**config.mk**
```make
export PLATFORM = sky130hd
export DESIGN_NAME = oaeds_cell
export DESIGN_NICKNAME = d
export VERILOG_FILES = /design/src/rtl/oaeds_pkg.sv /design/src/rtl/oaeds_cell.sv
export SDC_FILE = /design/constraint.sdc
export NUM_CORES = 1
export LEC_CHECK = 0
export ABC_CLOCK_PERIOD_IN_PS = 4400
export BUFFER_PORTS_ARGS = -buffer_cell sky130_fd_sc_hd__buf_4
export CORE_MARGIN = 1
export CORE_UTILIZATION = 43
export DETAILED_ROUTE_END_ITERATION = 8
export PLACE_DENSITY = 0.79
export SLEW_MARGIN = 40
export SYNTH_ARGS = -nofsm -noshare
export SYNTH_HDL_FRONTEND = slang
export SYNTH_SLANG_ARGS = --single-unit
```
**constraint.sdc**
```tcl
create_clock -name clk -period 4.4 [get_ports clk]
set_input_delay 1.32 -clock clk [delete_from_list [all_inputs] [get_ports clk]]
set_output_delay 1.32 -clock clk [all_outputs]
set_load 0.02 [all_outputs]
```
**src/rtl/oaeds_pkg.sv**
```systemverilog
// Package for the odd-ascending / even-descending sorter.
// Holds the data widths, the cell types and the sort-key function.
// No dependencies.
package oaeds_pkg;

	localparam int unsigned DATA_W = 32;
	localparam int unsigned KEY_W  = DATA_W + 1;

	typedef logic signed [DATA_W-1:0] data_t;
	typedef logic [KEY_W-1:0]         key_t;

	// one slot of the chain
	typedef struct packed {
		logic  valid;
		data_t value;
	} entry_t;

	// broadcast to every cell
	typedef struct packed {
		logic load;
		logic drain;
	} cell_ctrl_t;

	// odd values first and rising, then even values falling: one unsigned ascending key
	function automatic key_t make_key(input data_t v);
		key_t k;
		if (v[0]) begin
			k = {1'b0, ~v[DATA_W-1], v[DATA_W-2:0]};
		end else begin
			k = {1'b1, v[DATA_W-1], ~v[DATA_W-2:0]};
		end
		return k;
	endfunction

endpackage

```
**src/rtl/oaeds_cell.sv**
```systemverilog
// One cell of the insertion-sort chain: holds one element, compares it with the
// broadcast item, and shifts towards the next cell on insert or towards cell 0 on drain.
// Depends on oaeds_pkg.
module oaeds_cell (
	input  logic                clk,
	input  logic                arst_n,
	input  oaeds_pkg::cell_ctrl_t ctrl,
	input  oaeds_pkg::data_t    new_value,
	input  oaeds_pkg::key_t     new_key,
	input  oaeds_pkg::entry_t   prev_entry,
	input  logic                prev_ins,
	input  oaeds_pkg::entry_t   next_entry,
	output oaeds_pkg::entry_t   entry,
	output logic                ins
);
	import oaeds_pkg::*;

	logic  valid_q;
	data_t value_q;

	assign entry = '{valid: valid_q, value: value_q};
	assign ins   = ctrl.load && (!valid_q || (new_key < make_key(value_q)));

	always_ff @(posedge clk or negedge arst_n) begin
		if (!arst_n) begin
			valid_q <= 1'b0;
		end else if (ctrl.drain) begin
			valid_q <= next_entry.valid;
		end else if (ins) begin
			valid_q <= prev_ins ? prev_entry.valid : 1'b1;
		end
	end

	always_ff @(posedge clk) begin
		if (ctrl.drain) begin
			value_q <= next_entry.value;
		end else if (ins) begin
			value_q <= prev_ins ? prev_entry.value : new_value;
		end
	end

endmodule

```
==> flow_metrics.py, run 1 <==
metrics = {
    "critical_path": {
        "worstSetupPathType": "input pin to output port",
        "worst_setup_path_end_kind": "output port",
        "crit_arrival_ps": 3000,
        "cp_max_fo": 3,
        "cp.required_ps": 3080,
        "cp_top_family": "compound AO/OA/AOI/OAI gates",
        "crit_path_frequent_cell": "buf_4",
        "crit_path_top_delay_cell": "ha_1",
        "cp-start-kind": "input pin",
        "cp_cell_sequence": "buf_4, ha_1, nand4_1, nor2_1, a221o_1, a211o_1, a211oi_2, a21o_1, buf_4",
        "max_stage_delay_ps": 320,
        "worst-path-buf-inv": 2,
    },
    "clocking": {
        "root_buffer": "clkbuf_8",
        "postCtsSetupBuffers": 0,
        "cts_made_buffers": 5,
        "worstSkewPairLatency_ps": 280,
        "cts_resized": 0,
        "cts_tree": "done",
        "htreeDepth": 2,
        "cts.path.max_buffers": 2,
        "cts.sinks": 33,
        "clk_pin_slew_ps": 60,
        "holdBufCountCts": 0,
    },
    "sta": {
        "timing.fmax_mhz": 232,
        "slew_viol_final": 0,
        "period_needed_ps": 4320,
        "tightestPinTransition_ps": 550,
        "final_hold_viol_count": 0,
        "fin_skew_ps": 4.90,
        "max_slew_margin_pct": 63.3,
        "rsz0062_at_grt": "false",
        "min_period_over_period_pct": 98.1,
        "setup_viol": 0,
        "tns_ps": 0,
    },
    "layout": {
        "antennaDiodeCount": 0,
        "final_common_cell": "buf_4",
        "drive_gt1_share_pct": 43.9,
        "final_net_count": 600,
        "n_fill_cell": 487,
        "fin_cells": 508,
        "syn_to_final_growth_pct": 54.5,
        "final_cell_mix": "buf_4, nand2_1, o21ai_0",
    },
    "routing": {
        "wl_um": 7100,
        "dr_wl_met3_um": 514,
        "vias_per_cell": 5.03,
        "vias": 2554,
        "wl_met1_um": 2720,
        "antenna_left": 0,
        "wl_per_cell_um": 14.0,
        "first_pass_iters": 4,
        "first_iter_violations": 54,
        "highest_layer": "met4",
        "drcViolationCount": 0,
        "dr_wl_met2_um": 3740,
    },
    "global_routing": {
        "grt_overflow": 0,
        "grt_pass1_wl_um": 10900,
        "antenna_found_initial": 0,
        "grt_max_degree": 51,
        "grt_use_total_pct": 21.7,
        "grt_pass1_vias": 2558,
    },
    "placed_design": {
        "gp_congestion": 0.763,
        "place_hpwl_um": 5760,
        "port-buffer-count": 169,
        "dp.cells": 500,
    },
    "pwr": {
        "clkPwrFrac_pct": 18.0,
        "internal_power_w": 0.000794,
        "power_switching_w": 0.000423,
        "seq_power_share_pct": 35.4,
        "ir_drop_uv": 155,
        "comb_power_share_pct": 46.6,
        "power_leakage_nw": 2.05,
        "p_sw_share_pct": 34.8,
        "p_per_area_mw_per_mm2": 294,
    },
    "synthesis": {
        "syn_nets": 435,
        "synth_top_area_share_pct": 35.9,
        "synth_area_leaders": "edfxtp_1, ha_1, mux2i_1",
        "ys_seq_area_share_pct": 36.8,
        "synthCells": 267,
        "syn_avg_cell_area_um2": 10.0,
        "ys_ff_latch": 33,
        "synthDistinctLibCells": 29,
        "yosysWarnings": 0,
        "synth_top_area_cell": "edfxtp_1",
        "syn_area_mm2": 0.00268,
    },
    "die": {
        "boundaryPins": 170,
        "die_h_um": 80.9,
        "start_util_pct": 45.0,
        "die_x_um": 80.9,
        "die-area_mm2": 0.00655,
        "num_rows": 28,
        "core-area_mm2": 0.00596,
    },
    "flow_run": {
        "maxCapViolCount": 0,
    },
    "hold_path": {
        "hp-class": "flop to flop",
    },
    "run_status": {
        "status": "complete, no violations",
    },
}
## area by class of cell
class | count | area, um2 | area share [%]
inverter | 2 | 7.51 | 0.181
multi-input combinational | 216 | 1650 | 39.8
tap | 75 | 93.8 | 2.27
timing repair buffer | 174 | 1320 | 31.9
clock inverter | 3 | 17.5 | 0.423
clock buffer | 5 | 68.8 | 1.66
sequential | 33 | 986 | 23.8
## final timing paths
path,cells after the start,end,slack [ps],start
hold / removal,2,valid_q,610,valid_q
setup / recovery,9,ins,80,new_key[15]
setup reg to reg,11,value_q[7],1280,value_q[0]
hold reg to reg,2,valid_q,610,valid_q
min in group asynchronous,1,valid_q,800,arst_n
max in group asynchronous,1,valid_q,3520,arst_n
## worst register-to-register path, stage by stage, from the launching register on
cell	delay [ps]
edfxtp_1	410
buf_12	210
xor2_1	270
ha_4	250
a21oi_2	110
o21ai_1	80
a221o_1	350
a211o_1	240
a211oi_2	230
buf_4	150
a211o_1	90
buf_4	370
## power groups by stage
stage	Combinational (W)	Clock, W	Sequential [W]
after CTS	0.000562	0.000226	0.000431
final	0.000568	0.000219	0.000431
after floorplan	0.000270	0	0.000486
after detailed placement	0.000558	0	0.000438
after global routing	0.000632	0.000237	0.000436
after global placement	0.000542	0	0.000436
## synth_stat cells
cell	number
ha_1	32
o21ai_0	35
a211oi_2	1
nor2_1	3
o21ai_2	1
mux2i_1	32
nand4_1	9
a21oi_2	1
clkbuf_1	9
nand3_1	2
nand4b_1	1
edfxtp_1	32
nor4_1	1
nand2_1	41
a21oi_1	13
and4_1	1
nor4_2	1
buf_2	6
o31ai_1	1
a211o_1	3
inv_1	2
a21o_1	4
o21ai_1	1
nor3_1	1
dfrtp_1	1
xor2_1	30
buf_4	1
a221o_1	1
xnor2_1	1
## routing by layer
metal | track usage (%) | up-vias
met5 | 0 | -
met4 | 6.43 | 0
met3 | 4.72 | 10
met2 | 41.3 | 95
met1 | 23.8 | 1137
li1 | - | 1312
## sequential cells by signal (all words and copies together), names as in the netlist
register,count
valid_q,1
value_q,32
## cells by family (layout without fill, tap and decap cells)
| group | after synthesis | count (layout) | share of synthesized area (%) |
|---|---|---|---|
| AO/OA/AOI/OAI | 61 | 61 | 13.0 |
| XOR/XNOR | 31 | 31 | 10.1 |
| adder cells (fa/ha/maj) | 32 | 32 | 14.9 |
| buffers and inverters | 18 | 184 | 2.94 |
| flip-flops | 33 | 33 | 36.8 |
| multiplexers | 32 | 32 | 12.0 |
| AND/OR/NAND/NOR | 60 | 60 | 10.2 |
## per-stage QoR
stage | power (W) | area, um2 | setup WS (ps) | util (%) | hold slack, ps
final | 0.00122 | 4140 | 81.7 | 69.5 | 608
after global routing | 0.00131 | 4140 | 8.85 | 69.5 | 641
after CTS | 0.00122 | 4110 | 12.2 | 68.9 | 609
after detailed placement | 0.000996 | 4020 | 24.3 | 67.5 | 575
after global placement | 0.000977 | 4020 | 43.8 | 67.5 | 570
after floorplan | 0.000756 | 2680 | 243 | - | 547
(Power assumes the default switching activity.)
==> run 2: changes to the inputs <==
Settings changed: RECOVER_POWER set to 25.
==> run 2 against run 1 <==
Compared with the run above: the run now ends with max-capacitance violations, max-slew violations left; first-iteration DRC count decreased by 19%; total power hardly changed; critical path depth is the same; die area unchanged; worst hold slack worse by 1.1 ps; critical path type unchanged; critical endpoint unchanged; largest power group unchanged.
==> flow_metrics.py, run 2 (same netlist as run 1, synthesis figures left out) <==
metrics = {
    "layout": {
        "antennaDiodeCount": 0,
        "final_common_cell": "buf_4",
        "largest_reg_flops": 32,
        "final_cell_mix": "buf_4, nand2_1, o21ai_0",
        "drive_gt1_share_pct": 43.4,
        "final_net_count": 600,
        "n_fill_cell": 489,
        "fin_util_pct": 69.4,
        "reg_top3": "value_q (32), valid_q (1)",
        "largest_register": "value_q",
        "syn_to_final_growth_pct": 54.2,
    },
    "routing": {
        "antenna_left": 0,
        "wl_um": 7130,
        "vias_per_cell": 5.02,
        "first_pass_iters": 4,
        "wl_per_cell_um": 14.0,
        "first_iter_violations": 44,
        "drcViolationCount": 0,
        "vias": 2551,
    },
    "critical_path": {
        "r2r-start": "value_q[0]",
        "worst_setup_path_end_kind": "output port",
        "cp_cell_sequence": "buf_4, ha_1, nand4_1, nor2_1, a221o_1, a211o_1, a211oi_2, a21o_1, buf_4",
        "max_stage_delay_ps": 320,
        "worst-path-buf-inv": 2,
        "crit_path_top_delay_cell": "ha_1",
        "crit_arrival_ps": 3000,
        "cp_top_family": "compound AO/OA/AOI/OAI gates",
        "cp_max_fo": 3,
        "worstSetupPathType": "input pin to output port",
        "cp.required_ps": 3080,
        "crit_path_start": "new_key[15]",
        "cp-start-kind": "input pin",
        "crit_path_frequent_cell": "buf_4",
    },
    "sta": {
        "tightestPinTransition_ps": 1850,
        "final_hold_viol_count": 0,
        "timing.fmax_mhz": 232,
        "slew_viol_final": 51,
        "setup_viol": 0,
        "fin_skew_ps": 4.66,
        "min_period_over_period_pct": 98.1,
        "tns_ps": 0,
        "max_slew_margin_pct": -23.2,
        "period_needed_ps": 4320,
        "fin_ws_ps": 81.6,
        "rsz0062_at_grt": "false",
    },
    "pwr": {
        "power_leakage_nw": 2.05,
        "ir_drop_uv": 155,
        "p_per_area_mw_per_mm2": 295,
    },
    "die": {
        "die-area_mm2": 0.00655,
        "die_x_um": 80.9,
        "boundaryPins": 170,
        "start_util_pct": 45.0,
        "die_h_um": 80.9,
        "core-area_mm2": 0.00596,
        "num_rows": 28,
    },
    "global_routing": {
        "grt_pass1_wl_um": 10900,
        "antenna_found_initial": 0,
        "grt_pass1_vias": 2558,
        "grt_overflow": 0,
        "grt_max_degree": 51,
        "grt_use_total_pct": 21.7,
    },
    "flow_run": {
        "maxCapViolCount": 1,
    },
    "clocking": {
        "postCtsSetupBuffers": 0,
        "cts.path.max_buffers": 2,
        "htreeDepth": 2,
        "cts.sinks": 33,
        "holdBufCountCts": 0,
        "cts_tree": "done",
        "worstSkewPairLatency_ps": 280,
        "cts_resized": 0,
        "cts_made_buffers": 5,
        "root_buffer": "clkbuf_8",
        "clk_pin_slew_ps": 60,
    },
    "placed_design": {
        "port-buffer-count": 169,
        "place_hpwl_um": 5760,
        "gp_congestion": 0.763,
        "dp_slack_ps": 24.3,
    },
    "hold_path": {
        "min_from": "valid_q",
        "hp-class": "flop to flop",
    },
    "run_status": {
        "status": "finished with violations",
        "violations": "max-capacitance violations, max-slew violations",
    },
}
run 2: final cells by class:
class	instances	area, um2	area share [%]
clock buffer	5	68.8	1.67
clock inverter	3	17.5	0.424
inverter	2	7.51	0.182
multi-input combinational	216	1650	39.9
sequential	33	986	23.9
tap	75	93.8	2.27
timing repair buffer	174	1310	31.7
run 2: final timing paths:
path | to | slack (ps) | cells past startpoint
worst max register to register | value_q[8] | 1270 | 11
worst min-delay path | valid_q | 610 | 2
worst min register to register | valid_q | 610 | 2
worst max-delay path | ins | 80 | 9
min in group asynchronous | valid_q | 820 | 1
max in group asynchronous | valid_q | 3500 | 1
run 2: stage by stage:
step                total power (W)  std cells  cell area, um2  hold WS [ps]
floorplan                  0.000756        267            2680           547
global placement           0.000977        500            4020           570
detailed placement         0.000996        500            4020           575
CTS                         0.00122        508            4110           609
global route                0.00131        508            4130           641
finish                      0.00122        508            4130           607
run 2: worst register-to-register path: stages, from the launching register on:
cell	delay (ps)
edfxtp_1	410
buf_12	210
xor2_1	270
ha_4	250
a21oi_2	110
o21ai_1	80
a221o_1	350
a211o_1	240
a211oi_2	230
buf_4	150
a211o_1	90
buf_4	380
run 2: report_power, final:
group | leakage, nW | total, W | switching (W) | internal, W
logic | 1.66 | 0.000568 | 0.000284 | 0.000283
clock network | 0.0439 | 0.000219 | 0.000110 | 0.000109
registers | 0.343 | 0.000431 | 0.0000292 | 0.000402
total | 2.05 | 0.00122 | 0.000424 | 0.000794
run 2: layer usage:
layer	vias up	part of all wire (%)	track usage (%)	wire (um)
met2	92	53	41.3	3750
met1	1137	39	23.8	2790
met4	0	1.6	6.43	112
li1	1312	-	-	-
met3	10	6.6	4.72	473
met5	-	0	0	0
==> run 3: changes to the inputs <==
Settings changed: CORE_MARGIN 1 to unset, REMOVE_ABC_BUFFERS set to 1.
==> run 3 against run 2 <==
Compared with the run above: utilization is 1.0 points higher; maximum frequency down 0.13%; register-to-register slack improved by 150 ps; the run still ends with max-capacitance violations, max-slew violations left; highest routed layer unchanged; critical path depth unchanged; sequential share of layout area fell by 0.35 points.
==> flow_metrics.py, run 3 (same netlist as run 1, synthesis figures left out) <==
metrics = {
    "die": {
        "die_x_um": 80.9,
        "boundaryPins": 170,
        "core-area_mm2": 0.00596,
        "num_rows": 28,
        "die-area_mm2": 0.00655,
        "start_util_pct": 45.0,
        "die_h_um": 80.9,
    },
    "hold_path": {
        "holdPathEnd": "valid_q",
        "min_from": "valid_q",
        "hp-class": "flop to flop",
        "hold_path_depth": 2,
    },
    "sta": {
        "min_period_over_period_pct": 98.3,
        "max_slew_margin_pct": -56.3,
        "slew_viol_final": 34,
        "tightestPinTransition_ps": 2340,
        "rsz0062_at_grt": "false",
        "final_hold_viol_count": 0,
        "tns_ps": 0,
        "timing.fmax_mhz": 231,
        "whs_ps": 590,
        "fin_skew_ps": 5.30,
        "fin_ws_ps": 76.2,
        "setup_viol": 0,
        "period_needed_ps": 4320,
    },
    "clocking": {
        "postCtsSetupBuffers": 0,
        "cts_made_buffers": 5,
        "cts_tree": "done",
        "root_buffer": "clkbuf_8",
        "holdBufCountCts": 0,
        "htreeDepth": 2,
        "cts.path.max_buffers": 2,
        "clk_pin_slew_ps": 70,
        "cts.sinks": 33,
        "worstSkewPairLatency_ps": 280,
    },
    "layout": {
        "drive_gt1_share_pct": 43.8,
        "syn_to_final_growth_pct": 56.5,
        "final_common_cell": "buf_4",
        "final_area_mm2": 0.00419,
        "reg_top3": "value_q (32), valid_q (1)",
        "largest_register": "value_q",
        "antennaDiodeCount": 0,
        "fin_cells": 511,
        "largest_reg_flops": 32,
        "final_net_count": 603,
        "final_cell_mix": "buf_4, nand2_1, o21ai_0",
    },
    "placed_design": {
        "dp.cells": 503,
        "placed_area_mm2": 0.00403,
        "gp_congestion": 0.830,
        "place_hpwl_um": 5860,
        "dp_slack_ps": 22.1,
        "port-buffer-count": 169,
    },
    "global_routing": {
        "grt_use_total_pct": 22.2,
        "antenna_found_initial": 0,
        "grt_pass1_wl_um": 11100,
        "grt_max_degree": 69,
        "grt_pass1_vias": 2464,
        "grt_overflow": 0,
    },
    "routing": {
        "wl_um": 7110,
        "first_pass_iters": 4,
        "vias_per_cell": 4.97,
        "vias": 2538,
        "first_iter_violations": 88,
        "wl_per_cell_um": 13.9,
        "drcViolationCount": 0,
        "antenna_left": 0,
    },
    "pwr": {
        "p_per_area_mw_per_mm2": 319,
        "ir_drop_uv": 219,
        "power_leakage_nw": 2.09,
    },
    "critical_path": {
        "worstSetupPathType": "input pin to output port",
        "cp-start-kind": "input pin",
        "cp_max_fo": 3,
        "cp.required_ps": 3080,
        "ff2ff_setup_slack_ps": 1420,
        "crit_arrival_ps": 3000,
        "worst_setup_path_end_kind": "output port",
        "r2r-start": "value_q[0]",
        "regToRegEndpoint": "value_q[2]",
        "rr_worst_depth": 11,
    },
    "run_status": {
        "violations": "max-capacitance violations, max-slew violations",
        "status": "finished with violations",
    },
    "flow_run": {
        "maxCapViolCount": 1,
    },
}
## run 3: cell type report
type | count | area, um2
Fill cell | 459 | 1760
Multi-Input combinational cell | 216 | 1640
Timing Repair Buffer | 177 | 1330
Sequential cell | 33 | 986
Tap cell | 75 | 93.8
Clock buffer | 5 | 68.8
Clock inverter | 3 | 65.1
Inverter | 2 | 7.51
## run 3: what timing repair did
item                                    CTS  global route
endpoints found under the hold margin     0             0
endpoints found under the setup margin    0             1
gates resized for setup                   0             4
## run 3: per-layer routing
layer | part of all wire, % | vias up | GRT usage, %
met4 | 0.56 | 0 | 5.36
met3 | 7.6 | 2 | 5.17
met1 | 41 | 1120 | 26.0
met5 | 0 | - | 0
met2 | 51 | 101 | 40.4
li1 | - | 1315 | -
## run 3: report_power, final
| part | internal [W] | total (W) | switching [W] | leakage [nW] |
|---|---|---|---|---|
| Sequential | 0.000401 | 0.000430 | 0.0000289 | 0.343 |
| Clock | 0.000225 | 0.000340 | 0.000115 | 0.0681 |
| Combinational | 0.000285 | 0.000566 | 0.000281 | 1.67 |
## run 3: how the worst max path moves through the flow
stage	start	endpoint	slack [ps]
final	new_key[15]	ins	80
after global routing	new_key[15]	ins	0.3
after CTS	new_key[6]	ins	20
after detailed placement	new_key[6]	ins	20
after global placement	new_key[6]	ins	40
after floorplan	value_q[0]	ins	70
## run 3: critical path, cell delays in order
cell and delay, ps:
buf_4 110, ha_1 320, nand4_1 160, nor2_1 70, a221o_1 310, a211o_1 240
a211oi_2 230, a21o_1 130, buf_6 120
## run 3: stage by stage
stage	total power (W)	util (%)
after CTS	0.00134	69.9
after floorplan	0.000738	-
after detailed placement	0.000995	67.7
after global placement	0.000975	67.7
final	0.00134	70.4
after global routing	0.00144	70.4
